$ cat config.mk
export PLATFORM = sky130hd
export DESIGN_NAME = mta_mul
export DESIGN_NICKNAME = d
export VERILOG_FILES = /design/src/rtl/mesh_tangent_accumulator_defines.svh /design/src/rtl/mta_pkg.sv /design/src/rtl/mta_mul.sv
export SDC_FILE = /design/constraint.sdc
export NUM_CORES = 2
export LEC_CHECK = 0
export BUFFER_PORTS_ARGS = -buffer_cell sky130_fd_sc_hd__buf_2
export CORE_UTILIZATION = 50
export CTS_CLUSTER_DIAMETER = 30
export DETAILED_ROUTE_END_ITERATION = 8
export GPL_ROUTABILITY_DRIVEN = 1
export PLACE_DENSITY = 0.69
export SLEW_MARGIN = 10
export SYNTH_ARGS = -nofsm -noshare
export SYNTH_HDL_FRONTEND = slang
export SYNTH_SLANG_ARGS = --single-unit
export TNS_END_PERCENT = 20
$ cat constraint.sdc
create_clock -name clk -period 9.3 [get_ports clk]
set_input_delay 1.86 -clock clk [delete_from_list [all_inputs] [get_ports clk]]
set_output_delay 1.86 -clock clk [all_outputs]
set_load 0.01 [all_outputs]
$ cat src/rtl/mesh_tangent_accumulator_defines.svh
// Assertion macros for the mesh tangent accumulator.
// No dependencies; included by files that carry concurrent checks.
`ifndef MESH_TANGENT_ACCUMULATOR_DEFINES_SVH
`define MESH_TANGENT_ACCUMULATOR_DEFINES_SVH

// Same-cycle implication, checked out of reset.
`define MTA_ASSERT_NOW(label, clk, rst_n, ante, cons, msg) \
  label: assert property (@(posedge clk) disable iff (!rst_n) (ante) |-> (cons)) \
    else $error(msg);

// Next-cycle implication, checked out of reset.
`define MTA_ASSERT_NXT(label, clk, rst_n, ante, cons, msg) \
  label: assert property (@(posedge clk) disable iff (!rst_n) (ante) |=> (cons)) \
    else $error(msg);

`endif

$ cat src/rtl/mta_pkg.sv
// Shared types, widths and helpers for the mesh tangent accumulator.
// No dependencies; imported by every module of the block.
`timescale 1ns / 1ps
`default_nettype none

package mta_pkg;

  localparam int IDX_W         = 10;
  localparam int IDX_SPAN      = 1024;
  localparam int VTX_DEPTH_DEF = 1024;
  localparam int POS_W         = 32;
  localparam int UV_W          = 16;
  localparam int TAN_W         = 16;
  localparam int ACC_W         = 24;
  localparam int EPS_W         = 20;
  localparam int EPS_RESET     = 1;
  localparam int FUNC_W        = 2;
  localparam int IN_DATA_W     = 160;
  localparam int OUT_DATA_W    = 64;
  localparam int VTX_W         = 3 * POS_W + 2 * UV_W;
  localparam int ACCV_W        = 3 * ACC_W;
  localparam int EDGE_W        = POS_W + 1;
  localparam int DUV_W         = UV_W + 1;
  localparam int DET_W         = 2 * DUV_W + 1;
  localparam int MUL_A_W       = 33;
  localparam int MUL_B_W       = 31;
  localparam int PROD_W        = MUL_A_W + MUL_B_W;
  localparam int MAG_W         = 52;
  localparam int SQ_W          = 30;
  localparam int SUM_W         = 62;
  localparam int ROOT_W        = 31;
  localparam int FRAC_SH       = 14;
  localparam int DIVD_W        = ROOT_W + FRAC_SH;
  localparam int Q_W           = 15;
  localparam int UNIT_Q14      = 16384;

  typedef enum logic [FUNC_W-1:0] {
    FUNC_LOAD = 2'd0,
    FUNC_TRI  = 2'd1,
    FUNC_EMIT = 2'd2
  } func_t;

  typedef enum logic [4:0] {
    ST_IDLE, ST_RD_A, ST_RD_B, ST_RD_C, ST_RD_D,
    ST_DET_A, ST_DET_B, ST_DET_C, ST_DET_CHK,
    ST_DIR_A, ST_DIR_B, ST_DIR_C,
    ST_EM_RD, ST_EM_LD,
    ST_NRM_MAG, ST_NRM_SHIFT, ST_SQ_A, ST_SQ_B,
    ST_ROOT_GO, ST_ROOT_WAIT, ST_DIV_GO, ST_DIV_WAIT,
    ST_ACC_RD, ST_ACC_WR, ST_OUT
  } state_t;

  function automatic logic signed [ACC_W-1:0] sat_add(
    input logic signed [ACC_W-1:0] a,
    input logic signed [TAN_W-1:0] b
  );
    logic signed [ACC_W:0] s;
    s = (ACC_W+1)'(a) + (ACC_W+1)'(b);
    if (s[ACC_W] != s[ACC_W-1]) begin
      return s[ACC_W] ? {1'b1, {(ACC_W-1){1'b0}}} : {1'b0, {(ACC_W-1){1'b1}}};
    end
    return s[ACC_W-1:0];
  endfunction

endpackage

`default_nettype wire

$ cat src/rtl/mta_mul.sv
// Shared signed multiplier with a registered product.
// Depends on mta_pkg.
`timescale 1ns / 1ps
`default_nettype none

module mta_mul (
  input  wire logic                               clk,
  input  wire logic signed [mta_pkg::MUL_A_W-1:0] a,
  input  wire logic signed [mta_pkg::MUL_B_W-1:0] b,
  output logic signed      [mta_pkg::PROD_W-1:0]  prod
);
  import mta_pkg::*;

  logic signed [PROD_W-1:0] prod_r;
  logic signed [PROD_W-1:0] prod_nxt;

  assign prod_nxt = PROD_W'(a) * PROD_W'(b);

  always_ff @(posedge clk) begin
    prod_r <= prod_nxt;
  end

  assign prod = prod_r;

endmodule

`default_nettype wire

==> results.sh <==
export IMPL_viasPerCell=5.13
export IMPL_vias=26800
export IMPL_yosys_register_bits=64
export IMPL_finalHoldViolCount=0
export IMPL_io_pins=129
export IMPL_start_util_pct=50.6
export IMPL_num_rows=100
export IMPL_synth_cell_types=65
export IMPL_synth_seq_area_share_pct=3.40
export IMPL_fin_crit_ns=9.06
export IMPL_stdcell_count=5213
export IMPL_hold_class="input pin to register"
export IMPL_core_area_sq_mm=0.0744
export IMPL_cts_tree="done"
export IMPL_grt_pass1_vias=29800
export IMPL_clock_path_buffers=2
export IMPL_multi_input_area_sq_mm=0.0317
export IMPL_h_tree_depth=3
export IMPL_drive_gt1_share_pct=10.5
export IMPL_path_max_fanout=15
export IMPL_cts_hold_buffers=0
export IMPL_hold_worst_slack_ns=2.00
export IMPL_seq_area_sq_mm=0.00128
export IMPL_relSlewSlack_pct=46.9
export IMPL_syn_num_nets=5355
export IMPL_yosysMostFrequentCell="fa_1"
export IMPL_async_flop_share_pct=0
export IMPL_synthesis_instances=4028
export IMPL_ant_nets=0
export IMPL_synth_top_cell_by_area="fa_1"
export IMPL_drt_iter0_markers=1505
export IMPL_die_width_microns=277
export IMPL_synth_commonest_cells="1076 x fa_1, 1066 x inv_1, 540 x nand2_1"
export IMPL_wirelength_microns=98500
export IMPL_timing_fmax_mhz=110
export IMPL_hpwl_microns=86400
export IMPL_cp_required_ns=9.58
export IMPL_track_usage_pct=27.8
export IMPL_grt_max_degree=34
export IMPL_cp_slowest_cell="fa_1"
export IMPL_whs_path_depth=3
export IMPL_die_h_microns=277
export IMPL_cts_buffers=9
export IMPL_min_to="prod[0]$_DFF_P_"
export IMPL_cp_start_kind="input pin"
export IMPL_rsz0062_at_grt="no"
export IMPL_antenna_found_initial=12
export IMPL_cpPeakStageDelay_ns=0.64
export IMPL_grt_pass1_wl_microns=164000
export IMPL_place_inst=5195
export IMPL_timing_critical_path_mode_cell="fa_1"
export IMPL_fin_crit_sh_pct=97.4
export IMPL_cts_sink_count=64
export IMPL_synth_area_sq_mm=0.0377
export IMPL_setup_worst_path_class="input pin to register"
export IMPL_tightest_slew_ns=0.791
export IMPL_grt_overflow=0
export IMPL_final_net_count=5565
export IMPL_syn_to_final_growth_pct=10.4
export IMPL_port_buffers=128
export IMPL_drc=0
export IMPL_maxCapViolCount=0
export IMPL_report_final_slew_viol_count=0
export IMPL_clk_pin_slew_ns=0.07
export IMPL_finalSetupViolCount=0
export IMPL_gp_congestion=0.945
export IMPL_critPathCaptureType="register"
export IMPL_synthTopCellsByArea="fa_1 57%, inv_1 11%, and2_1 8.3%"
export IMPL_synth_edff_count=0
export IMPL_dr_pass1_iters=5
export IMPL_wl_per_cell_microns=18.9
export IMPL_synth_main_ff_cell="dfxtp_1"
export IMPL_crit_arrival_ns=9.33
export IMPL_hp_start="a[0]"
export IMPL_synth_top_cell_area_share_pct=57.2
export IMPL_ys_warn_count=0
export IMPL_dieArea_sq_mm=0.0765
export IMPL_fillCellCount=6519
export IMPL_root_buffer="clkbuf_16"
export IMPL_largest_reg_flops=64
export IMPL_synth_area_per_cell_sq_um=9.35
export IMPL_outcome="completed"
## worst max-delay path by stage
stage                             to  cells past startpoint  slack, ns  start
CTS                 prod[62]$_DFF_P_                     27       0.04   b[7]
finish              prod[62]$_DFF_P_                     29       0.24  a[10]
global placement    prod[62]$_DFF_P_                     27      -0.63   b[8]
global route        prod[60]$_DFF_P_                     27     0.0008  b[11]
detailed placement  prod[62]$_DFF_P_                     27      -0.57   b[8]
floorplan           prod[60]$_DFF_P_                     28       0.02  a[32]
## cell type report
type                       count  share of cell area (%)
multi-input combinational   2689                    76.2
inverter                    1067                    9.63
timing repair buffer         407                    7.54
sequential                    64                    3.08
tap                          969                    2.92
clock buffer                  13                   0.602
clock inverter                 3                  0.0421
antenna                        1                 0.00602
## placed cells by master, fill, tap and decap left out, types with 25 or more instances in the layout
cell type     n
inv_1      1066
dfxtp_1      64
fa_1       1075
xor2_1       25
buf_2       102
nand2_1     539
and2_1      498
buf_12       26
ha_1        186
nor2_1       51
a21oi_1      62
a21o_1       39
buf_4       259
xnor2_1      45
## cells by family after synthesis
family / Yosys count / share of synthesized area (%)
and+or+nand+nor: 1165 / 15.4
xor gates and xnor gates: 70 / 1.63
DFF: 64 / 3.40
adders and majority gates: 1262 / 63.4
buffers and inverters: 1275 / 12.7
muxes: 3 / 0.0797
AOI/OAI and AO/OA: 189 / 3.37
## what timing repair did
action                     in CTS  in global routing
resized for setup               3                 48
buffers inserted                0                  1
pin swaps                       0                  4
setup endpoints to repair       4                 19
## critical path, delay by kind of cell
family / cells / cell delay [ns]
buffers and inverters: 10 / 1.29
AO/OA/AOI/OAI: 5 / 0.96
adder cells (fa/ha/maj): 9 / 4.29
AND/OR/NAND/NOR: 5 / 0.88
## metrics by stage
step	instance area (sq um)	worst slack [ns]	utilization (%)	TNS [ns]
finish	41600	0.242	55.9	0
global route	41600	0.000838	55.8	0
CTS	41400	0.0368	55.7	0
detailed placement	41200	-0.572	55.3	-6.31
global placement	41200	-0.625	55.3	-6.02
floorplan	37700	0.0247	-	0
## layer usage
| metal | share of wire (%) | GRT usage (%) |
|---|---|---|
| met1 | 41 | 37.7 |
| met2 | 48 | 45.7 |
| met3 | 7.4 | 5.23 |
| met4 | 2.8 | 8.01 |
| met5 | 0.14 | 0 |
Power is not shown: default switching activity piles up to over one toggle a cycle in this logic, so the estimate is an artifact.
