`src/rtl/mesh_tangent_accumulator_defines.svh`:
```
// Assertion macros for the mesh tangent accumulator.
// No dependencies; included by files that carry concurrent checks.
`ifndef MESH_TANGENT_ACCUMULATOR_DEFINES_SVH
`define MESH_TANGENT_ACCUMULATOR_DEFINES_SVH

// Same-cycle implication, checked out of reset.
`define MTA_ASSERT_NOW(label, clk, rst_n, ante, cons, msg) \
  label: assert property (@(posedge clk) disable iff (!rst_n) (ante) |-> (cons)) \
    else $error(msg);

// Next-cycle implication, checked out of reset.
`define MTA_ASSERT_NXT(label, clk, rst_n, ante, cons, msg) \
  label: assert property (@(posedge clk) disable iff (!rst_n) (ante) |=> (cons)) \
    else $error(msg);

`endif

```
`src/rtl/mta_pkg.sv`:
```
// Shared types, widths and helpers for the mesh tangent accumulator.
// No dependencies; imported by every module of the block.
`timescale 1ns / 1ps
`default_nettype none

package mta_pkg;

  localparam int IDX_W         = 10;
  localparam int IDX_SPAN      = 1024;
  localparam int VTX_DEPTH_DEF = 1024;
  localparam int POS_W         = 32;
  localparam int UV_W          = 16;
  localparam int TAN_W         = 16;
  localparam int ACC_W         = 24;
  localparam int EPS_W         = 20;
  localparam int EPS_RESET     = 1;
  localparam int FUNC_W        = 2;
  localparam int IN_DATA_W     = 160;
  localparam int OUT_DATA_W    = 64;
  localparam int VTX_W         = 3 * POS_W + 2 * UV_W;
  localparam int ACCV_W        = 3 * ACC_W;
  localparam int EDGE_W        = POS_W + 1;
  localparam int DUV_W         = UV_W + 1;
  localparam int DET_W         = 2 * DUV_W + 1;
  localparam int MUL_A_W       = 33;
  localparam int MUL_B_W       = 31;
  localparam int PROD_W        = MUL_A_W + MUL_B_W;
  localparam int MAG_W         = 52;
  localparam int SQ_W          = 30;
  localparam int SUM_W         = 62;
  localparam int ROOT_W        = 31;
  localparam int FRAC_SH       = 14;
  localparam int DIVD_W        = ROOT_W + FRAC_SH;
  localparam int Q_W           = 15;
  localparam int UNIT_Q14      = 16384;

  typedef enum logic [FUNC_W-1:0] {
    FUNC_LOAD = 2'd0,
    FUNC_TRI  = 2'd1,
    FUNC_EMIT = 2'd2
  } func_t;

  typedef enum logic [4:0] {
    ST_IDLE, ST_RD_A, ST_RD_B, ST_RD_C, ST_RD_D,
    ST_DET_A, ST_DET_B, ST_DET_C, ST_DET_CHK,
    ST_DIR_A, ST_DIR_B, ST_DIR_C,
    ST_EM_RD, ST_EM_LD,
    ST_NRM_MAG, ST_NRM_SHIFT, ST_SQ_A, ST_SQ_B,
    ST_ROOT_GO, ST_ROOT_WAIT, ST_DIV_GO, ST_DIV_WAIT,
    ST_ACC_RD, ST_ACC_WR, ST_OUT
  } state_t;

  function automatic logic signed [ACC_W-1:0] sat_add(
    input logic signed [ACC_W-1:0] a,
    input logic signed [TAN_W-1:0] b
  );
    logic signed [ACC_W:0] s;
    s = (ACC_W+1)'(a) + (ACC_W+1)'(b);
    if (s[ACC_W] != s[ACC_W-1]) begin
      return s[ACC_W] ? {1'b1, {(ACC_W-1){1'b0}}} : {1'b0, {(ACC_W-1){1'b1}}};
    end
    return s[ACC_W-1:0];
  endfunction

endpackage

`default_nettype wire

```
`src/rtl/mta_root.sv`:
```
// Bitwise integer square root, two radicand bits per cycle.
// Depends on mta_pkg.
`timescale 1ns / 1ps
`default_nettype none

module mta_root (
  input  wire logic                         clk,
  input  wire logic                         rst_n,
  input  wire logic                         start,
  input  wire logic [mta_pkg::SUM_W-1:0]    x,
  output logic                              done,
  output logic      [mta_pkg::ROOT_W-1:0]   root
);
  import mta_pkg::*;

  logic             busy_r;
  logic             done_r;
  logic [SUM_W-1:0] rem_r;
  logic [SUM_W-1:0] r_r;
  logic [SUM_W-1:0] bit_r;
  logic [SUM_W-1:0] trial;

  assign trial = r_r + bit_r;

  always_ff @(posedge clk) begin
    if (!rst_n) begin
      busy_r <= 1'b0;
      done_r <= 1'b0;
    end else begin
      done_r <= busy_r && bit_r[0];
      if (start) begin
        busy_r <= 1'b1;
      end else if (busy_r && bit_r[0]) begin
        busy_r <= 1'b0;
      end
    end
  end

  always_ff @(posedge clk) begin
    if (start) begin
      rem_r <= x;
      r_r   <= '0;
      bit_r <= SUM_W'(1) << (SUM_W - 2);
    end else if (busy_r) begin
      if (rem_r >= trial) begin
        rem_r <= rem_r - trial;
        r_r   <= (r_r >> 1) + bit_r;
      end else begin
        r_r <= r_r >> 1;
      end
      bit_r <= bit_r >> 2;
    end
  end

  assign done = done_r;
  assign root = r_r[ROOT_W-1:0];

endmodule

`default_nettype wire

```
`config.mk`:
```
export PLATFORM = sky130hd
export DESIGN_NAME = mta_root
export DESIGN_NICKNAME = d
export VERILOG_FILES = /design/src/rtl/mesh_tangent_accumulator_defines.svh /design/src/rtl/mta_pkg.sv /design/src/rtl/mta_root.sv
export SDC_FILE = /design/constraint.sdc
export NUM_CORES = 1
export LEC_CHECK = 0
export ABC_CLOCK_PERIOD_IN_PS = 12250
export BUFFER_PORTS_ARGS = -buffer_cell sky130_fd_sc_hd__buf_2
export CAP_MARGIN = 10
export CORE_MARGIN = 1.5
export CORE_UTILIZATION = 55
export CTS_BUF_LIST = sky130_fd_sc_hd__clkbuf_4 sky130_fd_sc_hd__clkbuf_8
export DETAILED_ROUTE_END_ITERATION = 12
export MAX_ROUTING_LAYER = met4
export PLACE_DENSITY_LB_ADDON = 0.12
export SLEW_MARGIN = 5
export SYNTH_ARGS = -nofsm -noshare
export SYNTH_HDL_FRONTEND = slang
export SYNTH_SLANG_ARGS = --single-unit
```
`constraint.sdc`:
```
create_clock -name clk -period 12.25 [get_ports clk]
set_input_delay 0 -clock clk [delete_from_list [all_inputs] [get_ports clk]]
set_output_delay 0 -clock clk [all_outputs]
set_load 0.1 [all_outputs]
```
==> results.json <==
{
  "outcome": "finished, final reports clean",
  "clock_latency_ps": 480,
  "synth.avg_cell_area_um2": 7.87,
  "nFillCells": 2452,
  "vias_per_cell": 6.40,
  "yosysMostFrequentCell": "nand2_1",
  "postSynthCellCount": 1898,
  "grt_max_degree": 97,
  "synthTopCellsByArea": "dfxtp_1, edfxtp_1, ha_1",
  "areaGrowthSynthToFinish_pct": 9.32,
  "hold_viol_final": 0,
  "r2r-start": "r_r[4]$_SDFFE_PP0P_",
  "hold_class": "in2reg",
  "fin_skew_ps": 24.0,
  "max_stage_delay_ps": 690,
  "dr.pass1.iters": 5,
  "place_congestion": 0.939,
  "worstPathArrival_ps": 7810,
  "dieHeight_um": 168,
  "yosysWarnings": 0,
  "synthTopCellsByCount": "nand2_1, nor2_1, o21ai_0, ha_1, a21oi_1",
  "track_usage_pct": 33.9,
  "root_buffer": "clkbuf_8",
  "multiInputGateArea_um2": 10400,
  "path_clk_slew_ps": 120,
  "path_class": "reg2reg",
  "final_area_um2": 16300,
  "setup_tns_ps": 0,
  "critPathSlowestCell": "a211oi_1",
  "ff2ff_path_depth": 22,
  "clock_sinks": 157,
  "antenna_cells": 0,
  "grt_remaining_overflow": 0,
  "vias": 14800,
  "powerDensity_nw_per_um2": 194,
  "nNetsFinal": 2150,
  "crit_path_end": "rem_r[57]$_DFFE_PP_",
  "fin_crit_sh_pct": 61.8,
  "rsz0062_at_grt": "no",
  "ant_nets": 0,
  "drtIter0Drc": 1648,
  "antenna_found_initial": 0,
  "io_pins": 97,
  "r2r_slack_ps": 4680,
  "p_leak_uw": 0.00635,
  "hpwl_um": 34200,
  "start_kind": "flip-flop",
  "ctsHoldBuffers": 65,
  "cp_cell_sequence": "ha_1 > a211oi_1 > a211oi_1 > a21oi_1 > o21ai_0 > a31oi_1 > o31ai_1 > a31oi_1 > o21bai_1 > xnor2_1 > ha_1 > nand2_2 > or4_1 > or3_1 > or4_1 > o32ai_2 > nor4b_1 > o21ai_2 > a41oi_2 > xnor2_1 > o21ai_1 > dlygate4sd3_1",
  "critPathTopFamily": "compound AO/OA/AOI/OAI gates",
  "path_depth": 22,
  "die_width_um": 168,
  "ys_types": 84,
  "drc": 0,
  "tightest_slew_ps": 1110,
  "port_buffers": 96,
  "htreeDepth": 4,
  "cts_setup_buffers": 0,
  "grt_pass1_vias": 13700,
  "synthArstFlopShare_pct": 0,
  "regArea_um2": 3770,
  "cts_resized": 0,
  "synth_flop_cell": "dfxtp_1",
  "timing.rr.end": "rem_r[57]$_DFFE_PP_",
  "ir_drop_mv": 0.211,
  "synth_top_area_cell": "dfxtp_1",
  "cts-buffers-inserted": 17,
  "relSlewSlack_pct": 25.5,
  "drive_above_1_share_pct": 8.98,
  "cts_tree": "built",
  "netlist.area_leader.share_pct": 12.7,
  "cp-startpoint": "r_r[4]$_SDFFE_PP0P_",
  "start_util_pct": 55.7,
  "crit_required_ps": 12490,
  "drt-total-wl_um": 46200,
  "critPathMaxFanout": 9,
  "cp.buffers_inverters": 1,
  "netlist_area_um2": 14900,
  "placed_area_um2": 15300,
  "grt_pass1_wl_um": 74200,
  "setup_viol": 0,
  "min-delay-start": "rst_n",
  "holdWs_ps": 288,
  "wire_per_inst_um": 20.0,
  "syn_nets": 2090,
  "fmax_mhz": 132,
  "synth.ff_latch_count": 157,
  "dieArea_um2": 28200,
  "slew_violations": 0,
  "cp-end-kind": "flip-flop",
  "ys_seq_area_share_pct": 25.2,
  "coreArea_um2": 26800,
  "finalCriticalPeriod_ps": 7570,
  "ctsLongestPathBuffers": 2,
  "synth-edff-count": 62,
  "rows": 60,
  "max_cap_viol_count": 0
}
## layer usage
metal / wire, um / vias up / part of all wire (%) / track usage, %
met5: 0 / - / 0 / -
met4: 715 / 0 / 1.5 / 7.48
met3: 3480 / 48 / 7.5 / 4.33
met2: 20500 / 619 / 44 / 52.3
met1: 21500 / 6958 / 47 / 47.3
li1: - / 7183 / - / -
## layout by cell type, fill, tap and decap left out, types with 8 or more instances in the layout
cell type and n:
inv_1 40, buf_2 95, a21oi_1 113, nand2b_1 16
nor2b_1 15, and3_1 21, ha_1 126, nand3_1 43
xnor2_1 68, a31o_2 9, edfxtp_1 62, a211oi_1 13
a21o_1 43, clkbuf_8 17, or3_1 27, o21ai_1 23
nor2_1 164, xor2_1 60, nand2_1 235, a21boi_0 8
and2_1 16, a311oi_1 36, a221oi_1 13, o21ai_0 140
a31oi_1 62, nor4_1 14, o21bai_1 27, dlygate4sd3_1 65
nand4_1 43, and4_1 8, mux2i_1 51, o21a_1 16
dfxtp_1 94, nor3_1 30, buf_4 9, o31ai_1 11
## through the flow
| stage | cells | util (%) | setup slack [ps] | total power [uW] |
|---|---|---|---|---|
| finish | 2312 | 60.9 | 4680 | 3170 |
| global route | 2312 | 60.9 | 4320 | 3390 |
| CTS | 2312 | 60.9 | 4820 | 3140 |
| detailed placement | 2215 | 57.0 | 5030 | 2690 |
| global placement | 2215 | 57.0 | 5150 | 2690 |
| floorplan | 1898 | - | 2690 | 2290 |
## sequential cells by signal, summed over array words and instances (netlist names)
name / flops
bit_r: 31
done: 1
r_r: 62
rem_r: 62
busy_r: 1
## tightest hold or removal path: cells and delay by family
kind	cells	cell delay, ps
buffers and inverters	2	620
AND/OR/NAND/NOR	1	110
## area by class of cell
type                       instances  share of cell area, %
clock buffer                      18                   1.48
clock inverter                    14                  0.919
inverter                          40                  0.919
multi-input combinational       1572                   63.6
sequential                       157                   23.1
tap                              341                   2.61
timing repair buffer             170                   7.38
## worst min-delay path by stage
stage	end	cells after the start
after CTS	busy_r$_SDFFE_PN0P_	3
final	busy_r$_SDFFE_PN0P_	3
after global routing	busy_r$_SDFFE_PN0P_	3
after floorplan	busy_r$_SDFFE_PN0P_	1
after detailed placement	busy_r$_SDFFE_PN0P_	2
after global placement	busy_r$_SDFFE_PN0P_	2
## cells by family after synthesis
| kind of cell | after synthesis | synth area share [%] |
|---|---|---|
| xor gates and xnor gates | 128 | 7.51 |
| buffers and inverters | 169 | 5.33 |
| DFF | 157 | 25.2 |
| and+or+nand+nor | 657 | 20.6 |
| adders and majority gates | 127 | 10.7 |
| muxes | 58 | 3.95 |
| AOI/OAI and AO/OA | 602 | 26.8 |
## where the power goes
part           leakage (uW)  internal, uW  switching [uW]
logic               0.00475           708            1220
clock network      0.000198           172             247
registers           0.00140           707             110
Power figures use the tool's default switching activity.
