--- config.mk ---
export PLATFORM = sky130hd
export DESIGN_NAME = mta_div
export DESIGN_NICKNAME = d
export VERILOG_FILES = /design/src/rtl/mesh_tangent_accumulator_defines.svh /design/src/rtl/mta_pkg.sv /design/src/rtl/mta_div.sv
export SDC_FILE = /design/constraint.sdc
export NUM_CORES = 1
export LEC_CHECK = 0
export BUFFER_PORTS_ARGS = -buffer_cell sky130_fd_sc_hd__buf_2
export CAP_MARGIN = 40
export CORE_MARGIN = 2
export CORE_UTILIZATION = 61
export CTS_BUF_LIST = sky130_fd_sc_hd__clkbuf_8
export CTS_CLUSTER_SIZE = 24
export DETAILED_ROUTE_END_ITERATION = 10
export GPL_TIMING_DRIVEN = 0
export PLACE_DENSITY_LB_ADDON = 0.08
export SYNTH_ARGS = -nofsm -noshare
export SYNTH_HDL_FRONTEND = slang
export SYNTH_SLANG_ARGS = --single-unit
--- constraint.sdc ---
create_clock -name clk -period 5.2 [get_ports clk]
set_input_delay 0.26 -clock clk [delete_from_list [all_inputs] [get_ports clk]]
set_output_delay 0.26 -clock clk [all_outputs]
set_load 0.005 [all_outputs]
--- src/rtl/mesh_tangent_accumulator_defines.svh ---
// Assertion macros for the mesh tangent accumulator.
// No dependencies; included by files that carry concurrent checks.
`ifndef MESH_TANGENT_ACCUMULATOR_DEFINES_SVH
`define MESH_TANGENT_ACCUMULATOR_DEFINES_SVH

// Same-cycle implication, checked out of reset.
`define MTA_ASSERT_NOW(label, clk, rst_n, ante, cons, msg) \
  label: assert property (@(posedge clk) disable iff (!rst_n) (ante) |-> (cons)) \
    else $error(msg);

// Next-cycle implication, checked out of reset.
`define MTA_ASSERT_NXT(label, clk, rst_n, ante, cons, msg) \
  label: assert property (@(posedge clk) disable iff (!rst_n) (ante) |=> (cons)) \
    else $error(msg);

`endif

--- src/rtl/mta_pkg.sv ---
// Shared types, widths and helpers for the mesh tangent accumulator.
// No dependencies; imported by every module of the block.
`timescale 1ns / 1ps
`default_nettype none

package mta_pkg;

  localparam int IDX_W         = 10;
  localparam int IDX_SPAN      = 1024;
  localparam int VTX_DEPTH_DEF = 1024;
  localparam int POS_W         = 32;
  localparam int UV_W          = 16;
  localparam int TAN_W         = 16;
  localparam int ACC_W         = 24;
  localparam int EPS_W         = 20;
  localparam int EPS_RESET     = 1;
  localparam int FUNC_W        = 2;
  localparam int IN_DATA_W     = 160;
  localparam int OUT_DATA_W    = 64;
  localparam int VTX_W         = 3 * POS_W + 2 * UV_W;
  localparam int ACCV_W        = 3 * ACC_W;
  localparam int EDGE_W        = POS_W + 1;
  localparam int DUV_W         = UV_W + 1;
  localparam int DET_W         = 2 * DUV_W + 1;
  localparam int MUL_A_W       = 33;
  localparam int MUL_B_W       = 31;
  localparam int PROD_W        = MUL_A_W + MUL_B_W;
  localparam int MAG_W         = 52;
  localparam int SQ_W          = 30;
  localparam int SUM_W         = 62;
  localparam int ROOT_W        = 31;
  localparam int FRAC_SH       = 14;
  localparam int DIVD_W        = ROOT_W + FRAC_SH;
  localparam int Q_W           = 15;
  localparam int UNIT_Q14      = 16384;

  typedef enum logic [FUNC_W-1:0] {
    FUNC_LOAD = 2'd0,
    FUNC_TRI  = 2'd1,
    FUNC_EMIT = 2'd2
  } func_t;

  typedef enum logic [4:0] {
    ST_IDLE, ST_RD_A, ST_RD_B, ST_RD_C, ST_RD_D,
    ST_DET_A, ST_DET_B, ST_DET_C, ST_DET_CHK,
    ST_DIR_A, ST_DIR_B, ST_DIR_C,
    ST_EM_RD, ST_EM_LD,
    ST_NRM_MAG, ST_NRM_SHIFT, ST_SQ_A, ST_SQ_B,
    ST_ROOT_GO, ST_ROOT_WAIT, ST_DIV_GO, ST_DIV_WAIT,
    ST_ACC_RD, ST_ACC_WR, ST_OUT
  } state_t;

  function automatic logic signed [ACC_W-1:0] sat_add(
    input logic signed [ACC_W-1:0] a,
    input logic signed [TAN_W-1:0] b
  );
    logic signed [ACC_W:0] s;
    s = (ACC_W+1)'(a) + (ACC_W+1)'(b);
    if (s[ACC_W] != s[ACC_W-1]) begin
      return s[ACC_W] ? {1'b1, {(ACC_W-1){1'b0}}} : {1'b0, {(ACC_W-1){1'b1}}};
    end
    return s[ACC_W-1:0];
  endfunction

endpackage

`default_nettype wire

--- src/rtl/mta_div.sv ---
// Restoring divider for the Q1.14 scale step, one quotient bit per cycle.
// Depends on mta_pkg.
`timescale 1ns / 1ps
`default_nettype none

module mta_div (
  input  wire logic                         clk,
  input  wire logic                         rst_n,
  input  wire logic                         start,
  input  wire logic [mta_pkg::DIVD_W-1:0]   dividend,
  input  wire logic [mta_pkg::ROOT_W-1:0]   divisor,
  output logic                              done,
  output logic      [mta_pkg::Q_W-1:0]      quot
);
  import mta_pkg::*;

  logic              busy_r;
  logic              done_r;
  logic [3:0]        cnt_r;
  logic [DIVD_W-1:0] rem_r;
  logic [DIVD_W-1:0] dsh_r;
  logic [Q_W-1:0]    q_r;

  always_ff @(posedge clk) begin
    if (!rst_n) begin
      busy_r <= 1'b0;
      done_r <= 1'b0;
      cnt_r  <= '0;
    end else begin
      done_r <= busy_r && (cnt_r == '0);
      if (start) begin
        busy_r <= 1'b1;
        cnt_r  <= 4'(Q_W - 1);
      end else if (busy_r) begin
        if (cnt_r == '0) begin
          busy_r <= 1'b0;
        end else begin
          cnt_r <= cnt_r - 4'd1;
        end
      end
    end
  end

  always_ff @(posedge clk) begin
    if (start) begin
      rem_r <= dividend;
      dsh_r <= {divisor, {FRAC_SH{1'b0}}};
      q_r   <= '0;
    end else if (busy_r) begin
      if (rem_r >= dsh_r) begin
        rem_r <= rem_r - dsh_r;
        q_r   <= {q_r[Q_W-2:0], 1'b1};
      end else begin
        q_r <= {q_r[Q_W-2:0], 1'b0};
      end
      dsh_r <= dsh_r >> 1;
    end
  end

  assign done = done_r;
  assign quot = q_r;

endmodule

`default_nettype wire

==> implementation parameters <==
Parameter                              Value

Setup path
  Worst setup EP type    register
  Data required time at the worst endpoint    between 5000 and 6000 ps
  Worst setup SP type    register
  Type of the worst setup path    reg2reg
  Arrival time at the worst endpoint    roughly 3800 ps
  R2R Setup Slk    1580 ps
  Crit path max fanout    19

Synthesis
  Per-instance average area after synthesis    9.003 um2
  Count of flip-flops with a built-in enable after synthesis    76
  Cell accounting for the most synthesized area    sky130_fd_sc_hd__edfxtp_1
  Number of synthesized register bits    111
  Post-Synthesis Cells    813
  Count of unique library cells instantiated by Yosys    66
  Combined area of all synthesized cells    0.007320 mm2
  Top flip-flop cell by instance count after synthesis    sky130_fd_sc_hd__edfxtp_1
  Cell types occupying the most area after synthesis    sky130_fd_sc_hd__edfxtp_1 31%, sky130_fd_sc_hd__dfxtp_1 9.6%, sky130_fd_sc_hd__ha_1 8.0%
  Sequential area share after synthesis    0.4075
  Top-count cell post-synth    sky130_fd_sc_hd__nand2_1
  Top cell type's share of synthesized area    0.3118
  Post-synth ARST share    0
  Commonest cells in the synthesized netlist    103 x sky130_fd_sc_hd__nand2_1, 76 x sky130_fd_sc_hd__edfxtp_1, 67 x sky130_fd_sc_hd__nor2_1
  Synth Net Count    940
  Yosys synthesis warning count    0

Clocking
  TritonCTS clock tree    done
  Number of H-tree branching levels    3
  Count of cells resized by post-cts repair    0
  Clk_lat worst skew    between 400 and 500 ps
  Cts bufs inserted    9
  Maximum count of clock buffers along a single path    2
  Total of hold buffers inserted after clock tree synthesis    0
  Clock root cell    sky130_fd_sc_hd__clkbuf_8
  Setup fix buffers added after clock tree synthesis    0
  Clock transition at the registers of the reported paths    about 120 ps
  # clock sinks    111

Status
  Status    complete, no violations

STA
  Final hold slack    111.7 ps
  Least-Margin Pin Slew    857.6 ps
  Setup repair after global routing missed its margin    false
  Min Tclk post-route    3625 ps
  Count of final hold-check violations    0
  Part of the cycle the worst path needs    0.6971
  Final worst-path setup slack    around 1600 ps
  Slew Limit Headroom    0.4263
  Highest clock rate    275.9 MHz
  Sum Neg Setup Slack    0 ps
  Count of endpoints failing setup in the final report    0
  Final count of pins violating max slew    0
  Clock Skews    ~17 ps

Floorplan
  Die Area    0.01289 mm2
  Number of placed I/O pins    between 90 and 100
  Area of the core    0.01186 mm2
  Vertical extent of the die    113.5 um
  Initial core utilization    0.6171
  Die W    113.5 um
  Std cell rows    40

Run
  Count of maximum capacitance violations    0

Power and ir drop
  Share of power burned in combinational logic    0.478
  Net switching power    about 1.4 mW
  Leakage power summed over all cells    3.419 nW
  Overall power consumption    3.349 mW
  Sequential fraction of design power    0.349
  Power share of the clock group    0.173
  Internal power    between 1.5 and 2 mW
  Peak supply drop    0.0002704 V
  Power per unit of standard cell area    a little over 400 mW/mm2
  Switching power as a share of total power    0.4123

Min path
  Hold Path Class    in2reg

Routing
  Routed wire length    about 19000 um
  Post-detailed-route wirelength per cell    17.81 um
  Number of routed nets with antenna violations    0
  Detailed-route vias per instance    between 6 and 7
  Residual DRC    0
  Drt initial violations    roughly 530
  Number of vias in the routed layout    roughly 6500
  Number of iterations in the first detailed-routing pass    5

Layout
  Share of the core filled with cells    0.6957
  Count of antenna diodes in the layout    0
  Fraction of final layout cells sized beyond drive strength 1    0.1483
  Nets@finish    1046
  Syn-to-layout area delta    12.73%

Place
  HPWL after detailed placement    around 15000 um
  Port buffer count    93
  Dpl ws    1640 ps
  Final weighted congestion of routability-driven global placement    0.9528

Global routing
  Antenna violations before repair    0
  Total grt overflow    0
  Global-route usage over all layers    0.3055
  First-pass GRT wire length    about 31000 um
  Maximum number of pins on one net before global-route repair    32
  Via count of the first global-routing pass    roughly 6300
==> critical path: stages (launching register included) <==
cell	delay, ps
sky130_fd_sc_hd__edfxtp_1	410
sky130_fd_sc_hd__inv_1	80
sky130_fd_sc_hd__ha_1	220
sky130_fd_sc_hd__clkbuf_1	240
sky130_fd_sc_hd__a21oi_1	340
sky130_fd_sc_hd__nor2b_1	80
sky130_fd_sc_hd__o21a_1	170
sky130_fd_sc_hd__nor3_1	370
sky130_fd_sc_hd__a21oi_1	220
sky130_fd_sc_hd__a21bo_2	310
sky130_fd_sc_hd__a41oi_1	440
sky130_fd_sc_hd__o21ai_4	240
sky130_fd_sc_hd__buf_16	250
==> final timing paths <==
path,startpoint,to,cells past startpoint
setup / recovery,dsh_r[14],rem_r[9],12
hold reg to reg,quot[6],quot[6],2
hold / removal,divisor[16],dsh_r[30],3
setup reg to reg,dsh_r[14],rem_r[9],12
==> kinds of logic (layout without fill, tap and decap cells) <==
| group | count (synthesis) | in the layout | share of synthesized area |
|---|---|---|---|
| fa+ha+maj | 48 | 48 | 0.08308 |
| mux | 31 | 31 | 0.04274 |
| flops | 111 | 111 | 0.4075 |
| simple gates | 250 | 250 | 0.1544 |
| compound gates | 233 | 233 | 0.2166 |
| xor+xnor | 34 | 34 | 0.04068 |
| buf+inv | 106 | 217 | 0.05504 |
==> sequential cells by signal, summed over array words and instances, names as in the netlist <==
name,cells
dsh_r,45
rem_r,45
done,1
quot,15
cnt_r,4
busy_r,1
==> area by class of cell <==
type                            count  area [um2]
Multi-Input combinational cell    596        3948
Fill cell                         984        3610
Sequential cell                   111        2983
Timing Repair Buffer               95       520.5
Inverter                           60       225.2
Tap cell                          147       183.9
Buffer                             46       177.7
Clock buffer                        9       123.9
Clock inverter                      7       90.09
==> power by group through the flow <==
stage | Clock [mW] | Sequential [mW] | Combinational [mW]
floorplan | 0 | 1.18 | 1.18
global placement | 0 | 1.19 | 1.51
detailed placement | 0 | 1.19 | 1.55
CTS | 0.582 | 1.17 | 1.57
global route | 0.611 | 1.18 | 1.77
finish | 0.579 | 1.17 | 1.60
==> per-layer routing <==
| metal | global-route usage | up-vias | routed length, um |
|---|---|---|---|
| met4 | 0.1325 | 0 | 621 |
| met1 | 0.4100 | 3029 | 8293 |
| met2 | 0.5018 | 277 | 8918 |
| li1 | - | 3145 | - |
| met5 | 0 | - | 0 |
| met3 | 0.03719 | 41 | 1236 |
==> metrics by stage <==
stage | instance area, um2 | std cells
after floorplan | 7320 | 813
after CTS | 8252 | 1071
after global routing | 8252 | 1071
after detailed placement | 8038 | 1055
after global placement | 7969 | 1053
final | 8252 | 1071
==> cell usage in the layout, fill, tap and decap left out, types with 4 or more instances in the layout <==
cell type / n
sky130_fd_sc_hd__a31oi_1: 7
sky130_fd_sc_hd__a21o_1: 16
sky130_fd_sc_hd__nand4_1: 19
sky130_fd_sc_hd__a21oi_1: 46
sky130_fd_sc_hd__o21ai_0: 51
sky130_fd_sc_hd__nor4_1: 4
sky130_fd_sc_hd__a21boi_0: 7
sky130_fd_sc_hd__a22o_1: 13
sky130_fd_sc_hd__nand2b_1: 6
sky130_fd_sc_hd__nand2_1: 102
sky130_fd_sc_hd__mux2i_1: 29
sky130_fd_sc_hd__nand3_1: 14
sky130_fd_sc_hd__o31ai_1: 21
sky130_fd_sc_hd__o21bai_1: 8
sky130_fd_sc_hd__xnor2_1: 18
sky130_fd_sc_hd__and3_1: 7
sky130_fd_sc_hd__o21a_1: 11
sky130_fd_sc_hd__nor2_1: 67
sky130_fd_sc_hd__and2_1: 7
sky130_fd_sc_hd__xor2_1: 16
sky130_fd_sc_hd__a211oi_1: 6
sky130_fd_sc_hd__dfxtp_1: 35
sky130_fd_sc_hd__clkbuf_8: 9
sky130_fd_sc_hd__edfxtp_1: 76
sky130_fd_sc_hd__buf_2: 96
sky130_fd_sc_hd__clkbuf_1: 36
sky130_fd_sc_hd__nor3_1: 8
sky130_fd_sc_hd__buf_1: 6
sky130_fd_sc_hd__inv_1: 60
sky130_fd_sc_hd__ha_1: 47
sky130_fd_sc_hd__o21ai_1: 9
No activity file was read; power rests on OpenSTA's default activity.
